===== src/hdl/cpa_pkg.sv =====
// ----------------------------------------------------------------------------
// Contiguous page allocator package
// Shared constants, status codes, register indexes and the configuration
// record that the top level hands to the sequencer.
// ----------------------------------------------------------------------------
package cpa_pkg;

	// Field widths of the channels and of the configuration port.
	localparam int STATUS_W    = 3;
	localparam int ADDR_W      = 32;
	localparam int SIZE_W      = 32;
	localparam int PAGES_OUT_W = 11;
	localparam int PAGE_NUM_W  = 20;
	localparam int SMALL_W     = 16;
	localparam int CFG_IDX_W   = 2;
	localparam int CFG_DATA_W  = 20;

	// Operation codes of an input beat.
	localparam logic OP_ALLOC = 1'b0;
	localparam logic OP_FREE  = 1'b1;

	// Status codes of a result beat.
	localparam logic [STATUS_W-1:0] STS_ALLOCATED   = 3'd0;
	localparam logic [STATUS_W-1:0] STS_NO_SPACE    = 3'd1;
	localparam logic [STATUS_W-1:0] STS_SMALL       = 3'd2;
	localparam logic [STATUS_W-1:0] STS_FREED       = 3'd3;
	localparam logic [STATUS_W-1:0] STS_BLOCK_FREE  = 3'd4;
	localparam logic [STATUS_W-1:0] STS_INVALID     = 3'd5;
	localparam logic [STATUS_W-1:0] STS_NOT_ALLOC   = 3'd6;

	// Configuration register indexes.
	localparam logic [CFG_IDX_W-1:0] CFG_BLOCK_START = 2'd0;
	localparam logic [CFG_IDX_W-1:0] CFG_BLOCK_LIMIT = 2'd1;
	localparam logic [CFG_IDX_W-1:0] CFG_SMALL_LIMIT = 2'd2;

	// Reset value of the small-size limit.
	localparam logic [SMALL_W-1:0] SMALL_LIMIT_RST = 16'd2048;

	// Configuration as seen by the sequencer.
	typedef struct packed {
		logic [PAGE_NUM_W-1:0] block_start_page;
		logic [PAGE_NUM_W-1:0] block_limit_page;
		logic [SMALL_W-1:0]    small_size_limit;
	} cfg_t;

endpackage


===== src/hdl/cpa_if.sv =====
// ----------------------------------------------------------------------------
// Contiguous page allocator channel interfaces
// Request and response channels, each with valid, ready and payload.
// ----------------------------------------------------------------------------
interface cpa_req_if import cpa_pkg::*; ();
	logic              valid;
	logic              ready;
	logic              operation;
	logic [SIZE_W-1:0] size_bytes;
	logic [ADDR_W-1:0] address;

	modport source (output valid, operation, size_bytes, address, input ready);
	modport sink   (input valid, operation, size_bytes, address, output ready);
endinterface

interface cpa_rsp_if import cpa_pkg::*; ();
	logic                   valid;
	logic                   ready;
	logic [STATUS_W-1:0]    status;
	logic [ADDR_W-1:0]      result_address;
	logic [PAGES_OUT_W-1:0] pages_changed;

	modport source (output valid, status, result_address, pages_changed, input ready);
	modport sink   (input valid, status, result_address, pages_changed, output ready);
endinterface


===== src/hdl/cpa_seq.sv =====
// ----------------------------------------------------------------------------
// Allocator sequencer
// Classifies each request, then walks the slot memory one probe at a time
// for a first-fit search, a run marking pass or a run release pass.
// ----------------------------------------------------------------------------
module cpa_seq import cpa_pkg::*; #(
	parameter int PAGE_SLOTS = 1024,
	parameter int PAGE_BYTES = 4096
) (
	input  logic                          clk,
	input  logic                          arst_n,
	input  cfg_t                          cfg,
	cpa_req_if.sink                       req,
	cpa_rsp_if.source                     rsp,
	output logic                          mem_we,
	output logic [$clog2(PAGE_SLOTS)-1:0] mem_waddr,
	output logic [2*$clog2(PAGE_SLOTS)+1:0] mem_wdata,
	output logic [$clog2(PAGE_SLOTS)-1:0] mem_raddr,
	input  logic [2*$clog2(PAGE_SLOTS)+1:0] mem_rdata
);

	localparam int SLOT_W     = $clog2(PAGE_SLOTS);
	localparam int LEN_W      = SLOT_W + 1;
	localparam int ENT_W      = 1 + SLOT_W + LEN_W;
	localparam int PAGE_SHIFT = $clog2(PAGE_BYTES);
	localparam int APG_W      = ADDR_W - PAGE_SHIFT;
	localparam int PN_BASE    = (APG_W + 1 > PAGE_NUM_W + 1) ? APG_W + 1 : PAGE_NUM_W + 1;
	localparam int PN_W       = PN_BASE + 1;

	localparam logic [PN_W-1:0]   TOP_PAGE  = PN_W'(1) << APG_W;
	localparam logic [PN_W-1:0]   SLOTS_PN  = PN_W'(PAGE_SLOTS);
	localparam logic [LEN_W-1:0]  LAST_SLOT = LEN_W'(PAGE_SLOTS - 1);
	localparam logic [LEN_W-1:0]  ONE_LEN   = LEN_W'(1);

	// Sequencer states.
	localparam logic [3:0] S_CLEAR  = 4'd0;
	localparam logic [3:0] S_IDLE   = 4'd1;
	localparam logic [3:0] S_SETUP  = 4'd2;
	localparam logic [3:0] S_CLASS  = 4'd3;
	localparam logic [3:0] S_A_RD   = 4'd4;
	localparam logic [3:0] S_A_EV   = 4'd5;
	localparam logic [3:0] S_A_MARK = 4'd6;
	localparam logic [3:0] S_F_RD   = 4'd7;
	localparam logic [3:0] S_F_EV   = 4'd8;
	localparam logic [3:0] S_F_CLR  = 4'd9;
	localparam logic [3:0] S_DONE   = 4'd10;

	logic [3:0]             state_q;
	logic [LEN_W-1:0]       idx_q;
	logic [SLOT_W-1:0]      first_q;
	logic [LEN_W-1:0]       run_q;
	logic [LEN_W-1:0]       pages_q;
	logic [LEN_W-1:0]       usable_q;
	logic                   op_q;
	logic [SIZE_W-1:0]      size_q;
	logic [ADDR_W-1:0]      addr_q;
	logic [STATUS_W-1:0]    res_status_q;
	logic [ADDR_W-1:0]      res_addr_q;
	logic [LEN_W-1:0]       res_pages_q;
	logic                   out_valid_q;
	logic [STATUS_W-1:0]    out_status_q;
	logic [ADDR_W-1:0]      out_addr_q;
	logic [PAGES_OUT_W-1:0] out_pages_q;

	// Page-number arithmetic on the configuration and the request.
	logic [PN_W-1:0]           base_pg;
	logic [PN_W-1:0]           usable_pg;
	logic [PN_W-1:0]           addr_pg;
	logic [PN_W-1:0]           end_pg;
	logic [PN_W-1:0]           slot_pg;
	logic [PN_W-1:0]           req_pages;
	logic [SIZE_W:0]           size_round;
	logic [PN_W-1:0]           run_base_pg;
	logic [LEN_W+PAGES_OUT_W-1:0] pages_ext;

	// Fields of the slot record that comes back from memory.
	logic                   rd_used;
	logic [SLOT_W-1:0]      rd_start;
	logic [LEN_W-1:0]       rd_len;
	logic [LEN_W-1:0]       run_next;

	assign rd_used  = mem_rdata[ENT_W-1];
	assign rd_start = mem_rdata[LEN_W +: SLOT_W];
	assign rd_len   = mem_rdata[LEN_W-1:0];
	assign run_next = run_q + ONE_LEN;

	// Number of slots that sit wholly below the top of the address space.
	always_comb begin
		base_pg = PN_W'(cfg.block_limit_page) + PN_W'(1);
		if (base_pg >= TOP_PAGE) begin
			usable_pg = '0;
		end else if (TOP_PAGE - base_pg < SLOTS_PN) begin
			usable_pg = TOP_PAGE - base_pg;
		end else begin
			usable_pg = SLOTS_PN;
		end
	end

	// Request decoding in page units.
	always_comb begin
		addr_pg     = PN_W'(addr_q[ADDR_W-1:PAGE_SHIFT]);
		end_pg      = base_pg + PN_W'(usable_q);
		slot_pg     = addr_pg - base_pg;
		size_round  = {1'b0, size_q} + (SIZE_W+1)'(PAGE_BYTES - 1);
		req_pages   = PN_W'(size_round[SIZE_W:PAGE_SHIFT]);
		run_base_pg = base_pg + PN_W'(first_q);
		pages_ext   = {{PAGES_OUT_W{1'b0}}, res_pages_q};
	end

	// Memory port control.
	always_comb begin
		mem_we    = 1'b0;
		mem_wdata = '0;
		mem_waddr = idx_q[SLOT_W-1:0];
		mem_raddr = idx_q[SLOT_W-1:0];
		case (state_q)
			S_CLEAR, S_F_CLR: begin
				mem_we = 1'b1;
			end
			S_A_MARK: begin
				mem_we    = 1'b1;
				mem_wdata = {1'b1, first_q, pages_q};
			end
			default: begin
				mem_we = 1'b0;
			end
		endcase
	end

	assign req.ready          = (state_q == S_IDLE);
	assign rsp.valid          = out_valid_q;
	assign rsp.status         = out_status_q;
	assign rsp.result_address = out_addr_q;
	assign rsp.pages_changed  = out_pages_q;

	// Control: state, slot index and the output valid flag.
	always_ff @(posedge clk or negedge arst_n) begin
		if (!arst_n) begin
			state_q     <= S_CLEAR;
			idx_q       <= '0;
			out_valid_q <= 1'b0;
		end else begin
			if (out_valid_q && rsp.ready && state_q != S_DONE) begin
				out_valid_q <= 1'b0;
			end
			case (state_q)
				S_CLEAR: begin
					if (idx_q == LAST_SLOT) begin
						state_q <= S_IDLE;
					end
					idx_q <= idx_q + ONE_LEN;
				end
				S_IDLE: begin
					if (req.valid) begin
						state_q <= S_SETUP;
					end
				end
				S_SETUP: begin
					state_q <= S_CLASS;
				end
				S_CLASS: begin
					state_q <= S_DONE;
					idx_q   <= '0;
					if (op_q == OP_ALLOC) begin
						if (size_q > SIZE_W'(cfg.small_size_limit) &&
						    req_pages <= PN_W'(usable_q)) begin
							state_q <= S_A_RD;
						end
					end else if (!(addr_pg >= PN_W'(cfg.block_start_page) &&
					               addr_pg < PN_W'(cfg.block_limit_page)) &&
					             addr_pg >= base_pg && addr_pg < end_pg) begin
						state_q <= S_F_RD;
						idx_q   <= slot_pg[LEN_W-1:0];
					end
				end
				S_A_RD: begin
					state_q <= (idx_q >= usable_q) ? S_DONE : S_A_EV;
				end
				S_A_EV: begin
					if (rd_used) begin
						idx_q   <= idx_q + ((rd_len == '0) ? ONE_LEN : rd_len);
						state_q <= S_A_RD;
					end else if (run_next == pages_q) begin
						idx_q   <= (run_q == '0) ? idx_q : LEN_W'(first_q);
						state_q <= S_A_MARK;
					end else begin
						idx_q   <= idx_q + ONE_LEN;
						state_q <= S_A_RD;
					end
				end
				S_A_MARK: begin
					idx_q <= idx_q + ONE_LEN;
					if (run_q == ONE_LEN) begin
						state_q <= S_DONE;
					end
				end
				S_F_RD: begin
					state_q <= S_F_EV;
				end
				S_F_EV: begin
					if (!rd_used || rd_len == '0) begin
						state_q <= S_DONE;
					end else begin
						idx_q   <= LEN_W'(rd_start);
						state_q <= S_F_CLR;
					end
				end
				S_F_CLR: begin
					idx_q <= idx_q + ONE_LEN;
					if (run_q == ONE_LEN || idx_q == LAST_SLOT) begin
						state_q <= S_DONE;
					end
				end
				S_DONE: begin
					if (!out_valid_q || rsp.ready) begin
						out_valid_q <= 1'b1;
						state_q     <= S_IDLE;
					end
				end
				default: begin
					state_q <= S_IDLE;
				end
			endcase
		end
	end

	// Datapath: request fields, search counters and result fields.
	always_ff @(posedge clk) begin
		case (state_q)
			S_IDLE: begin
				op_q   <= req.operation;
				size_q <= req.size_bytes;
				addr_q <= req.address;
			end
			S_SETUP: begin
				usable_q     <= usable_pg[LEN_W-1:0];
				res_addr_q   <= '0;
				res_pages_q  <= '0;
			end
			S_CLASS: begin
				run_q   <= '0;
				pages_q <= req_pages[LEN_W-1:0];
				if (op_q == OP_ALLOC) begin
					if (size_q <= SIZE_W'(cfg.small_size_limit)) begin
						res_status_q <= STS_SMALL;
					end else begin
						res_status_q <= STS_NO_SPACE;
					end
				end else if (addr_pg >= PN_W'(cfg.block_start_page) &&
				             addr_pg < PN_W'(cfg.block_limit_page)) begin
					res_status_q <= STS_BLOCK_FREE;
				end else if (addr_pg < base_pg || addr_pg >= end_pg) begin
					res_status_q <= STS_INVALID;
				end else begin
					res_status_q <= STS_NOT_ALLOC;
				end
			end
			S_A_EV: begin
				if (rd_used) begin
					run_q <= '0;
				end else begin
					if (run_q == '0) begin
						first_q <= idx_q[SLOT_W-1:0];
					end
					run_q <= run_next;
				end
			end
			S_A_MARK: begin
				run_q <= run_q - ONE_LEN;
				if (run_q == ONE_LEN) begin
					res_status_q <= STS_ALLOCATED;
					res_pages_q  <= pages_q;
					res_addr_q   <= {run_base_pg[APG_W-1:0], {PAGE_SHIFT{1'b0}}};
				end
			end
			S_F_EV: begin
				if (rd_used) begin
					res_status_q <= STS_FREED;
					res_pages_q  <= rd_len;
					run_q        <= rd_len;
				end
			end
			S_F_CLR: begin
				run_q <= run_q - ONE_LEN;
			end
			S_DONE: begin
				if (!out_valid_q || rsp.ready) begin
					out_status_q <= res_status_q;
					out_addr_q   <= res_addr_q;
					out_pages_q  <= pages_ext[PAGES_OUT_W-1:0];
				end
			end
			default: begin
				run_q <= run_q;
			end
		endcase
	end

endmodule


===== src/flat_wrapper.sv =====
// flat-port wrapper written by rule: the top's interface ports become plain ports
module cpa_seq_flat import cpa_pkg::*;
#(
	parameter int PAGE_SLOTS = 1024,
	parameter int PAGE_BYTES = 4096
)
  (clk, arst_n, cfg, mem_we, mem_waddr, mem_wdata, mem_raddr, mem_rdata, req_valid, req_operation, req_size_bytes, req_address, req_ready, rsp_valid, rsp_status, rsp_result_address, rsp_pages_changed, rsp_ready);
  cpa_req_if req_i ();
  cpa_rsp_if rsp_i ();
  input  logic clk;
  input  logic arst_n;
  input  cfg_t cfg;
  output logic mem_we;
  output logic [$clog2(PAGE_SLOTS)-1:0] mem_waddr;
  output logic [2*$clog2(PAGE_SLOTS)+1:0] mem_wdata;
  output logic [$clog2(PAGE_SLOTS)-1:0] mem_raddr;
  input  logic [2*$clog2(PAGE_SLOTS)+1:0] mem_rdata;
  input wire logic [$bits(req_i.valid)-1:0] req_valid;
  input wire logic [$bits(req_i.operation)-1:0] req_operation;
  input wire logic [$bits(req_i.size_bytes)-1:0] req_size_bytes;
  input wire logic [$bits(req_i.address)-1:0] req_address;
  output wire logic [$bits(req_i.ready)-1:0] req_ready;
  output wire logic [$bits(rsp_i.valid)-1:0] rsp_valid;
  output wire logic [$bits(rsp_i.status)-1:0] rsp_status;
  output wire logic [$bits(rsp_i.result_address)-1:0] rsp_result_address;
  output wire logic [$bits(rsp_i.pages_changed)-1:0] rsp_pages_changed;
  input wire logic [$bits(rsp_i.ready)-1:0] rsp_ready;
  assign req_i.valid = req_valid;
  assign req_i.operation = req_operation;
  assign req_i.size_bytes = req_size_bytes;
  assign req_i.address = req_address;
  assign req_ready = req_i.ready;
  assign rsp_valid = rsp_i.valid;
  assign rsp_status = rsp_i.status;
  assign rsp_result_address = rsp_i.result_address;
  assign rsp_pages_changed = rsp_i.pages_changed;
  assign rsp_i.ready = rsp_ready;
  cpa_seq #(.PAGE_SLOTS(PAGE_SLOTS), .PAGE_BYTES(PAGE_BYTES)) u_core (.clk(clk), .arst_n(arst_n), .cfg(cfg), .req(req_i), .rsp(rsp_i), .mem_we(mem_we), .mem_waddr(mem_waddr), .mem_wdata(mem_wdata), .mem_raddr(mem_raddr), .mem_rdata(mem_rdata));
endmodule

===== config.mk =====
export PLATFORM = sky130hd
export DESIGN_NAME = cpa_seq_flat
export DESIGN_NICKNAME = d
export VERILOG_FILES = /design/src/hdl/cpa_pkg.sv /design/src/hdl/cpa_if.sv /design/src/hdl/cpa_seq.sv /design/src/flat_wrapper.sv
export SDC_FILE = /design/constraint.sdc
export NUM_CORES = 1
export LEC_CHECK = 0
export BUFFER_PORTS_ARGS = -buffer_cell sky130_fd_sc_hd__buf_2
export CAP_MARGIN = 10
export CORE_MARGIN = 2
export CORE_UTILIZATION = 52
export DETAILED_ROUTE_END_ITERATION = 10
export PLACE_DENSITY_LB_ADDON = 0.25
export SLEW_MARGIN = 15
export SYNTH_ARGS = -nofsm -noshare
export SYNTH_HDL_FRONTEND = slang
export SYNTH_SLANG_ARGS = --single-unit
export TNS_END_PERCENT = 100

===== constraint.sdc =====
create_clock -name clk -period 4.5 [get_ports clk]
set_input_delay 0 -clock clk [delete_from_list [all_inputs] [get_ports clk]]
set_output_delay 0 -clock clk [all_outputs]
set_load 0.02 [all_outputs]

Word-level counts from Yosys, hierarchy flattened. Index checks and enable logic that the tools add are counted. Widths: inputs -> output; s select.

Multipliers: 0. $add $sub $neg: 10. Div/mod/pow operators: 0. Reduce and logical (&&, ||, !) cells: 32. Equality and inequality tests: 22. Shifts and indexed selects: 0. Multiplexer cells: 41. Bitwise gates (word level): 2. Magnitude comparators: 12.

Operator list (count): $mux 11 (11); $pmux 11 s4 (2); $pmux 32 s2 (1); $pmux 4 s11 (1); $mux 4 (10); $add 32x12->33 const B (1); $pmux 11 s3 (1); $gt 32x16->1 (1); $le 32x16->1 (1); $mux 32 (1); $add 11x1->11 const B (2); $add 21x11->22 (1); $ge 20x22->1 (1); $logic_not 11->1 (2); $lt 20x22->1 (1); $lt 22x11->1 const B (1); $mux 22 (1); $sub 21x21->22 const A (1); $add 20x1->21 const B (1); $ge 20x21->1 (1); $ge 21x21->1 const B (1); $le 21x11->1 (1); $lt 20x21->1 (1); $add 20x10->20 (1); 33 further kinds (73).

Bits in latches: 0. Logic and storage cells: 136. Bits of input ports: 147. Memories: 0. Bits in writable memories: 0. Register bits: 216. Output and inout bits: 91. ROM bits: 0.

Depth between registers and ports, before layout.
Depth in word-level cells: 8. Depth in mapped cells: 24. Mapped depth without buffers: 22.

Worst setup path before layout. No wires, ideal clock.

Kind: reg2reg. Start: register u_core.state_q[3]. End: register u_core.addr_q[12], enable pin. Period minus slack after synthesis: 5338 ps. Setup time: 548 ps. Data arrival time: 4790 ps. Stages on the path, launching flop included: 4. Path slack: -838 ps. Required time: 3952 ps. Buffers on the path: 2. Cells stage by stage: dfrtp_1 > clkbuf_1 > clkbuf_1 > nor3_1.

Longest elaborated chain between the ends: 1.

Ends and longest elaborated chain: from (decl) (line cpa_seq.sv:48) `logic [3:0] state_q;`; from (signal assigned) (line cpa_seq.sv:177) `state_q <= (idx_q >= usable_q) ? S_DONE : S_A_EV;`; $eq 4x1->1; via req_ready (line flat_wrapper.sv:22) `output wire logic [$bits(req_i.ready)-1:0] req_ready;`; to (signal assigned) (line cpa_seq.sv:233) `addr_q <= req.address;`; to (decl) (line cpa_seq.sv:56) `logic [ADDR_W-1:0] addr_q;`.

The timed path passes the listed nets, and every way through them passes these cells. A chain may end at the register's enable or synchronous reset.

Worst setup path in the final report.
Start: register u_core.usable_q[1]. End: register u_core.state_q[0].

Longest elaborated chain between the ends: 6. Elaborated cells on any way between the ends: 8. Classes of those cells: add/sub (1); order compare (2); mux (4); reduce/logical (1).

Ends and longest elaborated chain: from (decl) (line cpa_seq.sv:53) `logic [LEN_W-1:0] usable_q;`; from (signal assigned) (line cpa_seq.sv:236) `usable_q <= usable_pg[LEN_W-1:0];`; $add 21x11->22 (line cpa_seq.sv:102) `end_pg = base_pg + PN_W'(usable_q);`; $lt 20x22->1 (line cpa_seq.sv:171) `addr_pg >= base_pg && addr_pg < end_pg) begin`; $logic_and 1x1->1 (line cpa_seq.sv:171); $mux 4 (line cpa_seq.sv:169) `end else if (!(addr_pg >= PN_W'(cfg.block_start_page) &&`; $mux 4 (line cpa_seq.sv:164) `if (op_q == OP_ALLOC) begin`; $pmux 4 s11 * (line cpa_seq.sv:146) `case (state_q)`.

Mark *: on every way between the ends. The rest lies on a longest branch, timed or not.

==> out/qor.yml <==
period_needed_ns: 4.25
r2r_slack_ns: 0.25
drcViolationCount: 0
status: "completed"
fillers: 2208
crit_start: "u_core.usable_q[1]"
grt_remaining_overflow: 0
avgSynthCellArea_um2: 9.75
fp.dieH_um: 168
final_area_um2: 16900
rsz0062_at_grt: "no"
path_clk_slew_ns: 0.08
grt_pass1_vias: 11700
fin_skew_ns: 0.0132
cts_setup_buffers: 0
cp_common_cell: "a21oi_1"
port_buffers: 213
grt_usage_pct: 27.5
crit_required_ns: 4.80
p_seq_share_pct: 36.0
max_freq_mhz: 235
netlist_area_um2: 14000
area_growth_pct: 20.3
dp_cells: 1976
crit_end: "u_core.state_q[0]"
hold_violations: 0
netlist_instances: 1439
drt_iter0_drc: 1033
ys_warn_count: 0
io_pins: 238
switching_share_pct: 42.8
cts_tree: "done"
power.density_nw_per_um2: 526
synth_edf_count: 164
worstPathArrival_ns: 4.55
dpl.hpwl_um: 30100
report.final.setup_viol: 0
rows: 60
final_cells: 2075
cp_max_fo: 14
first_pass_iters: 5
synth_top_area_share_pct: 35.1
crit_slowest_cell: "a2111oi_0"
grt_start_max_net_pins: 55
root_buffer: "clkbuf_16"
coreArea_um2: 26700
p_sw_mw: 3.80
vdd_drop_max_uv: 344
relSlewSlack_pct: 17.4
crit_path_start_kind: "flip-flop"
worstMarginPinSlew_ns: 1.24
cts.sinks: 180
clock_path_buffers: 2
dieArea_um2: 28300
fin_nets: 2028
yosysSeqAreaShare_pct: 37.9
drv_cap: 0
post-route-period-util_pct: 94.4
comb_power_share_pct: 45.3
cts_buffers: 17
vias_per_cell: 5.86
yosysTopAreaCell: "edfxtp_1"
yosysUniqueCellTypes: 86
multiInputGateArea_um2: 7940
vias: 12200
cp_top_family: "compound AO/OA/AOI/OAI gates"
min-delay-path-class: "in -> async"
clock_latency_ns: 0.44
die_x_um: 168
seqCellArea_um2: 5330
initial_core_util_pct: 52.5
grt_pass1_wl_um: 61300
timing.rr.start: "u_core.usable_q[1]"
antennaDiodeCount: 0
synth-main-ff-cell: "edfxtp_1"
gp_congestion: 0.917
crit_chain: "ha_1 > a21o_1 > a21oi_1 > nor2b_1 > o21ai_1 > a21oi_1 > a41oi_1 > a211o_1 > buf_4 > or2b_1 > xnor2_1 > ha_1 > nand2_1 > nor2_1 > a31oi_1 > a21oi_2 > a211oi_4 > buf_12 > a2111oi_0 > a21oi_1"
ys_ff_latch: 180
placed_cell_area_um2: 15600
r2r_end: "u_core.state_q[0]"
timing_worst_setup_path_type: "reg -> reg"
synth_area_leaders: "edfxtp_1, ha_1, xnor2_1, a21oi_1, dfrtp_1"
antenna_found_initial: 1
clockPowerShare_pct: 18.7
path_depth: 20
ant_nets: 0
maxSlewViolCount: 0
p_int_mw: 5.09
drive_gt1_share_pct: 20.0
ctsHtreeMaxLevel: 4
total_leakage_power_nw: 7.42
crit_path_end_kind: "flip-flop"
wl_um: 39200
wl_per_cell_um: 18.9
critPathMaxStageDelay_ns: 0.46
synthArstFlopShare_pct: 8.89
crit_buf_inv: 2
reg2reg_depth: 20
==> power groups by stage <==
stage / logic [mW] / clock network, mW / registers (mW)
5_1_grt: 4.45 / 1.74 / 3.27
3_5_place_dp: 3.92 / 0 / 3.22
2_1_floorplan: 3.05 / 0 / 2.93
3_3_place_gp: 3.82 / 0 / 3.20
6_report: 4.03 / 1.66 / 3.20
4_1_cts: 3.99 / 1.68 / 3.18
==> how the worst min path moves through the flow <==
stage | cells past startpoint | end
2_1_floorplan | 0 | u_core.idx_q[0]
6_report | 2 | u_core.state_q[1]
5_1_grt | 2 | u_core.state_q[1]
3_5_place_dp | 1 | u_core.rsp.valid
4_1_cts | 3 | u_core.usable_q[10]
3_3_place_gp | 1 | u_core.rsp.valid
==> cells by family after synthesis <==
logic type / Yosys count / synth area share [%]
DFF: 180 / 37.9
adders and majority gates: 160 / 14.5
muxes: 12 / 0.865
other: 1 / 0.0267
buffers and inverters: 186 / 6.07
and+or+nand+nor: 464 / 17.7
AOI/OAI and AO/OA: 321 / 15.5
xor gates and xnor gates: 115 / 7.44
==> timing repair <==
item                                    in CTS  in global routing
endpoints found under the hold margin       92                  0
hold buffers                                67                  0
endpoints found under the setup margin       0                  6
gates resized for setup                      0                  4
==> through the flow <==
| stage | total power, mW | hold slack, ns | setup TNS, ns | setup WS (ns) | utilization, % |
|---|---|---|---|---|---|
| after floorplan | 5.98 | -0.296 | 0 | 0.405 | - |
| after global placement | 7.01 | -0.0599 | 0 | 0.187 | 58.2 |
| after detailed placement | 7.13 | -0.0587 | -0.0199 | -0.0199 | 58.2 |
| after CTS | 8.85 | 0.00170 | 0 | 0.118 | 63.2 |
| after global routing | 9.46 | 0.0395 | 0 | 0.0544 | 63.2 |
| final | 8.89 | 0.0166 | 0 | 0.250 | 63.2 |
==> cell usage after synthesis, types with 37 or more instances <==
| cell type | instances |
|---|---|
| o21ai_0 | 51 |
| nor2_1 | 103 |
| nand2_1 | 92 |
| clkbuf_1 | 42 |
| a21oi_1 | 82 |
| nor3_1 | 37 |
| edfxtp_1 | 164 |
| inv_1 | 100 |
| ha_1 | 156 |
| xor2_1 | 38 |
| a21o_1 | 41 |
| xnor2_1 | 74 |
| nand3_1 | 41 |
==> per-layer routing <==
| metal | track usage (%) | share of wire (%) | up-vias |
|---|---|---|---|
| met5 | 0 | 0 | - |
| met2 | 43.8 | 45 | 541 |
| met3 | 5.52 | 8.4 | 67 |
| met4 | 9.00 | 2.6 | 0 |
| met1 | 37.7 | 44 | 5680 |
| li1 | - | - | 5866 |
==> sequential cells by signal, summed over array words and instances, names as in the netlist <==
signal / cells
u_core.addr_q: 20
u_core.pages_q: 11
u_core.first_q: 10
u_core.rsp.pages_changed: 11
u_core.rsp.status: 3
u_core.run_q: 11
u_core.usable_q: 11
u_core.res_pages_q: 11
u_core.size_q: 32
u_core.res_status_q: 3
u_core.state_q: 4
u_core.idx_q: 11
u_core.rsp.valid: 1
u_core.res_addr_q: 20
u_core.op_q: 1
u_core.rsp.result_address: 20
==> cell usage in the layout, fill, tap and decap left out, types with 9 or more instances in the layout <==
| cell type | count |
|---|---|
| edfxtp_1 | 164 |
| o21a_1 | 18 |
| nand4_1 | 33 |
| a31oi_1 | 12 |
| nor2_1 | 103 |
| xnor2_1 | 74 |
| nand3_1 | 41 |
| nor2b_1 | 17 |
| clkbuf_16 | 17 |
| nor3_1 | 34 |
| nand2b_1 | 23 |
| nor4_1 | 20 |
| nand2_1 | 92 |
| dlygate4sd3_1 | 67 |
| buf_2 | 213 |
| a21oi_1 | 81 |
| a211oi_1 | 9 |
| dfrtp_1 | 16 |
| and3_1 | 35 |
| o22ai_1 | 9 |
| xor2_1 | 38 |
| buf_4 | 57 |
| a21o_1 | 41 |
| o211ai_1 | 15 |
| mux2i_1 | 11 |
| conb_1 | 12 |
| inv_1 | 100 |
| o21ai_0 | 48 |
| nor3_2 | 12 |
| ha_1 | 156 |
==> area by class of cell <==
type                       count  area share, %
tap                          341           2.53
timing repair buffer         338           12.9
inverter                     100           2.22
sequential                   180           31.5
clock inverter                15           1.30
clock buffer                  17           2.52
multi-input combinational   1084           47.0
(Power assumes the default switching activity.)
